<file path="src/lakv_pkg.sv">
// Shared constants and types for the LRU age-counter key/value cache.
package lakv_pkg;

  localparam int DATA_W          = 64;
  localparam int OP_W            = 2;
  localparam int SLOT_W          = 6;
  localparam int DEF_NUM_ENTRIES = 64;

  localparam logic [OP_W-1:0] OP_LOOKUP = 2'd0;
  localparam logic [OP_W-1:0] OP_INSERT = 2'd1;
  localparam logic [OP_W-1:0] OP_CLEAR  = 2'd2;

  typedef struct packed {
    logic load;
    logic eval;
  } lakv_cmd_t;

endpackage

</file>
<file path="src/lakv_ctrl.sv">
// Sequencer for the cache: accept, evaluate and commit, then present the result.
module lakv_ctrl (
  input  logic             clk,
  input  logic             rst_n,
  input  logic             in_valid,
  output logic             in_stall,
  output logic             out_valid,
  input  logic             out_stall,
  output lakv_pkg::lakv_cmd_t cmd
);
  import lakv_pkg::*;

  typedef enum logic [2:0] {
    S_IDLE = 3'b001,
    S_EVAL = 3'b010,
    S_OUT  = 3'b100
  } state_t;

  state_t state_r, state_nxt;

  always_comb begin
    state_nxt = state_r;
    case (state_r)
      S_IDLE: if (in_valid) state_nxt = S_EVAL;
      S_EVAL: state_nxt = S_OUT;
      S_OUT:  if (!out_stall) state_nxt = S_IDLE;
      default: state_nxt = S_IDLE;
    endcase
  end

  always_ff @(posedge clk) begin
    if (!rst_n) begin
      state_r <= S_IDLE;
    end else begin
      state_r <= state_nxt;
    end
  end

  assign in_stall  = (state_r != S_IDLE);
  assign out_valid = (state_r == S_OUT);
  assign cmd.load  = in_valid && (state_r == S_IDLE);
  assign cmd.eval  = (state_r == S_EVAL);

  a_load_to_eval: assert property (@(posedge clk) disable iff (!rst_n)
    cmd.load |=> state_r == S_EVAL) else $error("accepted beat did not start evaluation");
  a_eval_to_out: assert property (@(posedge clk) disable iff (!rst_n)
    cmd.eval |=> out_valid) else $error("evaluation did not produce a result");
  a_no_accept_busy: assert property (@(posedge clk) disable iff (!rst_n)
    out_valid |-> !cmd.load && !cmd.eval) else $error("new work while result pending");

endmodule

</file>
<file path="config.mk">
export PLATFORM = sky130hd
export DESIGN_NAME = lakv_ctrl
export DESIGN_NICKNAME = d
export VERILOG_FILES = /design/src/lakv_pkg.sv /design/src/lakv_ctrl.sv
export SDC_FILE = /design/constraint.sdc
export NUM_CORES = 1
export LEC_CHECK = 0
export BUFFER_PORTS_ARGS = -buffer_cell sky130_fd_sc_hd__buf_2
export CAP_MARGIN = 10
export CORE_AREA = 2 2 39 41
export DETAILED_ROUTE_END_ITERATION = 10
export DIE_AREA = 0 0 41 43
export HOLD_SLACK_MARGIN = 0.03
export PLACE_DENSITY = 0.36
export SLEW_MARGIN = 10
export SYNTH_ARGS = -nofsm -noshare
export SYNTH_HDL_FRONTEND = slang
export SYNTH_SLANG_ARGS = --single-unit
export TNS_END_PERCENT = 30
</file>
<file path="constraint.sdc">
create_clock -name clk -period 1.56 [get_ports clk]
set_input_delay 0.312 -clock clk [delete_from_list [all_inputs] [get_ports clk]]
set_output_delay 0.312 -clock clk [all_outputs]
set_load 0.005 [all_outputs]
</file>
==> run_summary.xml <==
<?xml version="1.0" encoding="UTF-8"?>
<metrics>
  <group name="grt">
    <metric name="grt_util_all_layers" unit="%">5.42</metric>
    <metric name="globalRouteOverflowTotal" unit="">0</metric>
    <metric name="grt_start_max_net_pins" unit="">8</metric>
    <metric name="grt_pass1_wl" unit="um">627</metric>
    <metric name="first_global_vias" unit="">153</metric>
    <metric name="number_of_antenna_violations_at_the_first_check_in_global_routing" unit="">0</metric>
  </group>
  <group name="timing">
    <metric name="worst_clock_skew" unit="ns">0.00233</metric>
    <metric name="timing.final.hold_violations" unit="">0</metric>
    <metric name="layout_worst_path_cycle_share" unit="%">91.3</metric>
    <metric name="max-slew-margin-rel" unit="%">86.2</metric>
    <metric name="grt_setup_unrepaired" unit="">no</metric>
    <metric name="worst-slew-pin-transition" unit="ns">0.207</metric>
    <metric name="maxClockFrequency" unit="MHz">702</metric>
    <metric name="layout_min_cycle_time" unit="ns">1.42</metric>
    <metric name="finalMaxSlewViolations" unit="">0</metric>
    <metric name="timing.setup.tns" unit="ns">0</metric>
    <metric name="timing.final.setup_violations" unit="">0</metric>
  </group>
  <group name="cells_and_area">
    <metric name="multi_input_comb_area" unit="um^2">101</metric>
    <metric name="proportion_of_layout_cells_with_a_drive_suffix_above_1" unit="%">56.0</metric>
    <metric name="top_register" unit="">state_r</metric>
    <metric name="antenna_cells_inserted" unit="">0</metric>
    <metric name="layout_net_count" unit="">30</metric>
    <metric name="syn2layout_area_growth" unit="%">50.4</metric>
    <metric name="largest_register_ffs" unit="">3</metric>
    <metric name="final_core_utilization" unit="%">17.5</metric>
    <metric name="reg_top3" unit="">state_r (3)</metric>
    <metric name="seq_area" unit="um^2">60.1</metric>
    <metric name="num-fill-cells" unit="">162</metric>
  </group>
  <group name="place">
    <metric name="gp_congestion" unit="">0.524</metric>
    <metric name="port_buffers" unit="">7</metric>
  </group>
  <group name="route">
    <metric name="antenna_left" unit="">0</metric>
    <metric name="dr.first_iter.drc_count" unit="">5</metric>
    <metric name="drt_drc_violations_left" unit="">0</metric>
    <metric name="postRouteWirelength" unit="um">330</metric>
    <metric name="via_per_inst" unit="">3.68</metric>
    <metric name="num_vias" unit="">151</metric>
    <metric name="drt_pass1_iterations" unit="">4</metric>
    <metric name="detail_route.wl_per_cell" unit="um">8.05</metric>
  </group>
  <group name="synthesis">
    <metric name="ys_seq_area_share" unit="%">37.2</metric>
    <metric name="synthesis.instances" unit="">14</metric>
    <metric name="mappedNetlistNets" unit="">18</metric>
    <metric name="syn-mean-instance-area" unit="um^2">11.5</metric>
    <metric name="number_of_storage_elements_in_the_synthesis_netlist" unit="">3</metric>
    <metric name="cell_area_after_technology_mapping" unit="um^2">161</metric>
    <metric name="yosysWarningCount" unit="">0</metric>
    <metric name="synth_cell_type_count" unit="">11</metric>
  </group>
  <group name="cts">
    <metric name="post_cts.repair.setup_buffers" unit="">0</metric>
    <metric name="cts.sink_count" unit="">3</metric>
    <metric name="post_cts_resized" unit="">0</metric>
    <metric name="htree_levels" unit="">1</metric>
    <metric name="cts_tree" unit="">done</metric>
    <metric name="ctsHoldBuffers" unit="">0</metric>
    <metric name="clk_pin_slew" unit="ns">0.03</metric>
    <metric name="clockRootBuffer" unit="">clkbuf_4</metric>
    <metric name="clock_latency" unit="ns">0.23</metric>
    <metric name="numCtsBuffers" unit="">3</metric>
    <metric name="clk_path_buf_depth" unit="">2</metric>
  </group>
  <group name="outcome">
    <metric name="status" unit="">finished clean</metric>
  </group>
  <group name="run">
    <metric name="maxCapViolCount" unit="">0</metric>
  </group>
  <group name="worst_setup_path">
    <metric name="timing.reg2reg.worst_path_depth" unit="">2</metric>
    <metric name="ff2ff_setup_slack" unit="ns">0.63</metric>
    <metric name="path_class" unit="">reg2out</metric>
    <metric name="setup.worst_path.start_class" unit="">flop</metric>
    <metric name="reg2reg_to" unit="">state_r[0]</metric>
    <metric name="required" unit="ns">1.25</metric>
    <metric name="reg2reg_from" unit="">state_r[1]</metric>
    <metric name="critical_path_peak_fanout" unit="">6</metric>
    <metric name="worst_ep_arrival_time" unit="ns">1.11</metric>
    <metric name="critPathCaptureType" unit="">output port</metric>
  </group>
  <group name="floorplanning">
    <metric name="io_pins" unit="">8</metric>
    <metric name="chipHeight" unit="um">43</metric>
    <metric name="dieArea" unit="um^2">1760</metric>
    <metric name="core_area" unit="um^2">1380</metric>
    <metric name="placement_rows" unit="">14</metric>
    <metric name="start_util" unit="%">11.7</metric>
    <metric name="chipWidth" unit="um">41</metric>
  </group>
  <group name="pwr">
    <metric name="vdd_ir_drop_max" unit="uV">314</metric>
    <metric name="power_share_of_the_combinational_group" unit="%">11.5</metric>
    <metric name="switching_share" unit="%">20.7</metric>
    <metric name="cellPowerDensity" unit="nW/um^2">1010</metric>
    <metric name="leakage" unit="nW">0.0990</metric>
    <metric name="internal_power" unit="uW">195</metric>
    <metric name="power_frac_seq" unit="%">35.2</metric>
    <metric name="pwr-share-clk" unit="%">53.3</metric>
    <metric name="p_sw" unit="uW">51.0</metric>
  </group>
  <group name="min_path">
    <metric name="worst_hold_path.endpoint" unit="">state_r[0]</metric>
    <metric name="holdCritPathClass" unit="">in2reg</metric>
    <metric name="worst_hold_path.num_cells" unit="">2</metric>
    <metric name="timing.hold.worst.start" unit="">rst_n</metric>
  </group>
</metrics>
==> power by group through the flow <==
| stage | combinational [mW] | clock, mW | sequential [mW] |
|---|---|---|---|
| final | 0.0284 | 0.131 | 0.0867 |
| after global placement | 0.0285 | 0 | 0.0877 |
| after floorplan | 0.0169 | 0 | 0.0866 |
| after CTS | 0.0288 | 0.139 | 0.0867 |
| after detailed placement | 0.0287 | 0 | 0.0878 |
| after global routing | 0.0321 | 0.151 | 0.0876 |
==> synth_stat cells, drive strengths merged <==
master,instances,area share (%)
dfxtp,3,37
and4bb,2,18
nand2b,2,7.8
nor3b,2,12
a21oi,1,3.1
and2,1,3.9
nand3b,1,4.7
o31ai,1,7.8
or3b,1,5.4
==> routing by layer <==
layer	part of all wire, %	wire length, um	global-route usage, %	up-vias
li1	-	-	-	76
met1	54	179	7.05	67
met2	32	106	5.94	8
met3	13	44	5.24	0
met4	0	0	2.00	0
met5	0	0	0	-
==> how the worst max path moves through the flow <==
stage / slack, ns / startpoint / to
after floorplan: 0.51 / state_r[0] / in_stall
after global placement: 0.39 / state_r[0] / in_stall
after detailed placement: 0.37 / state_r[0] / in_stall
after CTS: 0.12 / state_r[0] / in_stall
after global routing: 0.07 / state_r[0] / in_stall
final: 0.14 / state_r[0] / in_stall
==> cells in the final DEF (no fill, tap or decap) <==
cell type  n
clkbuf_1   1
nand3b_1   1
or3b_1     1
buf_2      7
nor3b_2    1
a21oi_1    1
and4bb_2   1
dfxtp_1    3
clkbuf_4   3
o31ai_2    1
and4bb_4   1
and2_1     1
nand2b_1   2
nor3b_1    1
==> cell type report <==
type                    instances  area share [%]
flip-flops and latches          3            24.7
well taps                      16            8.25
clock buffers                   4            10.8
multi-input cells              11            41.8
repair buffers                  7            14.4
==> worst max-delay path, cell delays in order, from the launching register on <==
cell,delay [ns]
dfxtp_1,0.39
or3b_1,0.37
buf_2,0.13
==> cells by family after synthesis <==
logic type	count (synthesis)	share of synthesized area [%]
AND/OR/NAND/NOR	9	51.9
flip-flops	3	37.2
AO/OA/AOI/OAI	2	10.8
==> through the flow <==
step / power (mW) / cells / hold slack (ns) / setup slack (ns) / area [um^2]
global placement: 0.116 / 37 / 0.511 / 0.389 / 216
CTS: 0.254 / 41 / 0.279 / 0.124 / 243
detailed placement: 0.117 / 37 / 0.517 / 0.373 / 216
global route: 0.271 / 41 / 0.293 / 0.0726 / 243
floorplan: 0.104 / 14 / 0.377 / 0.514 / 161
finish: 0.246 / 41 / 0.290 / 0.136 / 243
No activity file was read; power rests on OpenSTA's default activity.
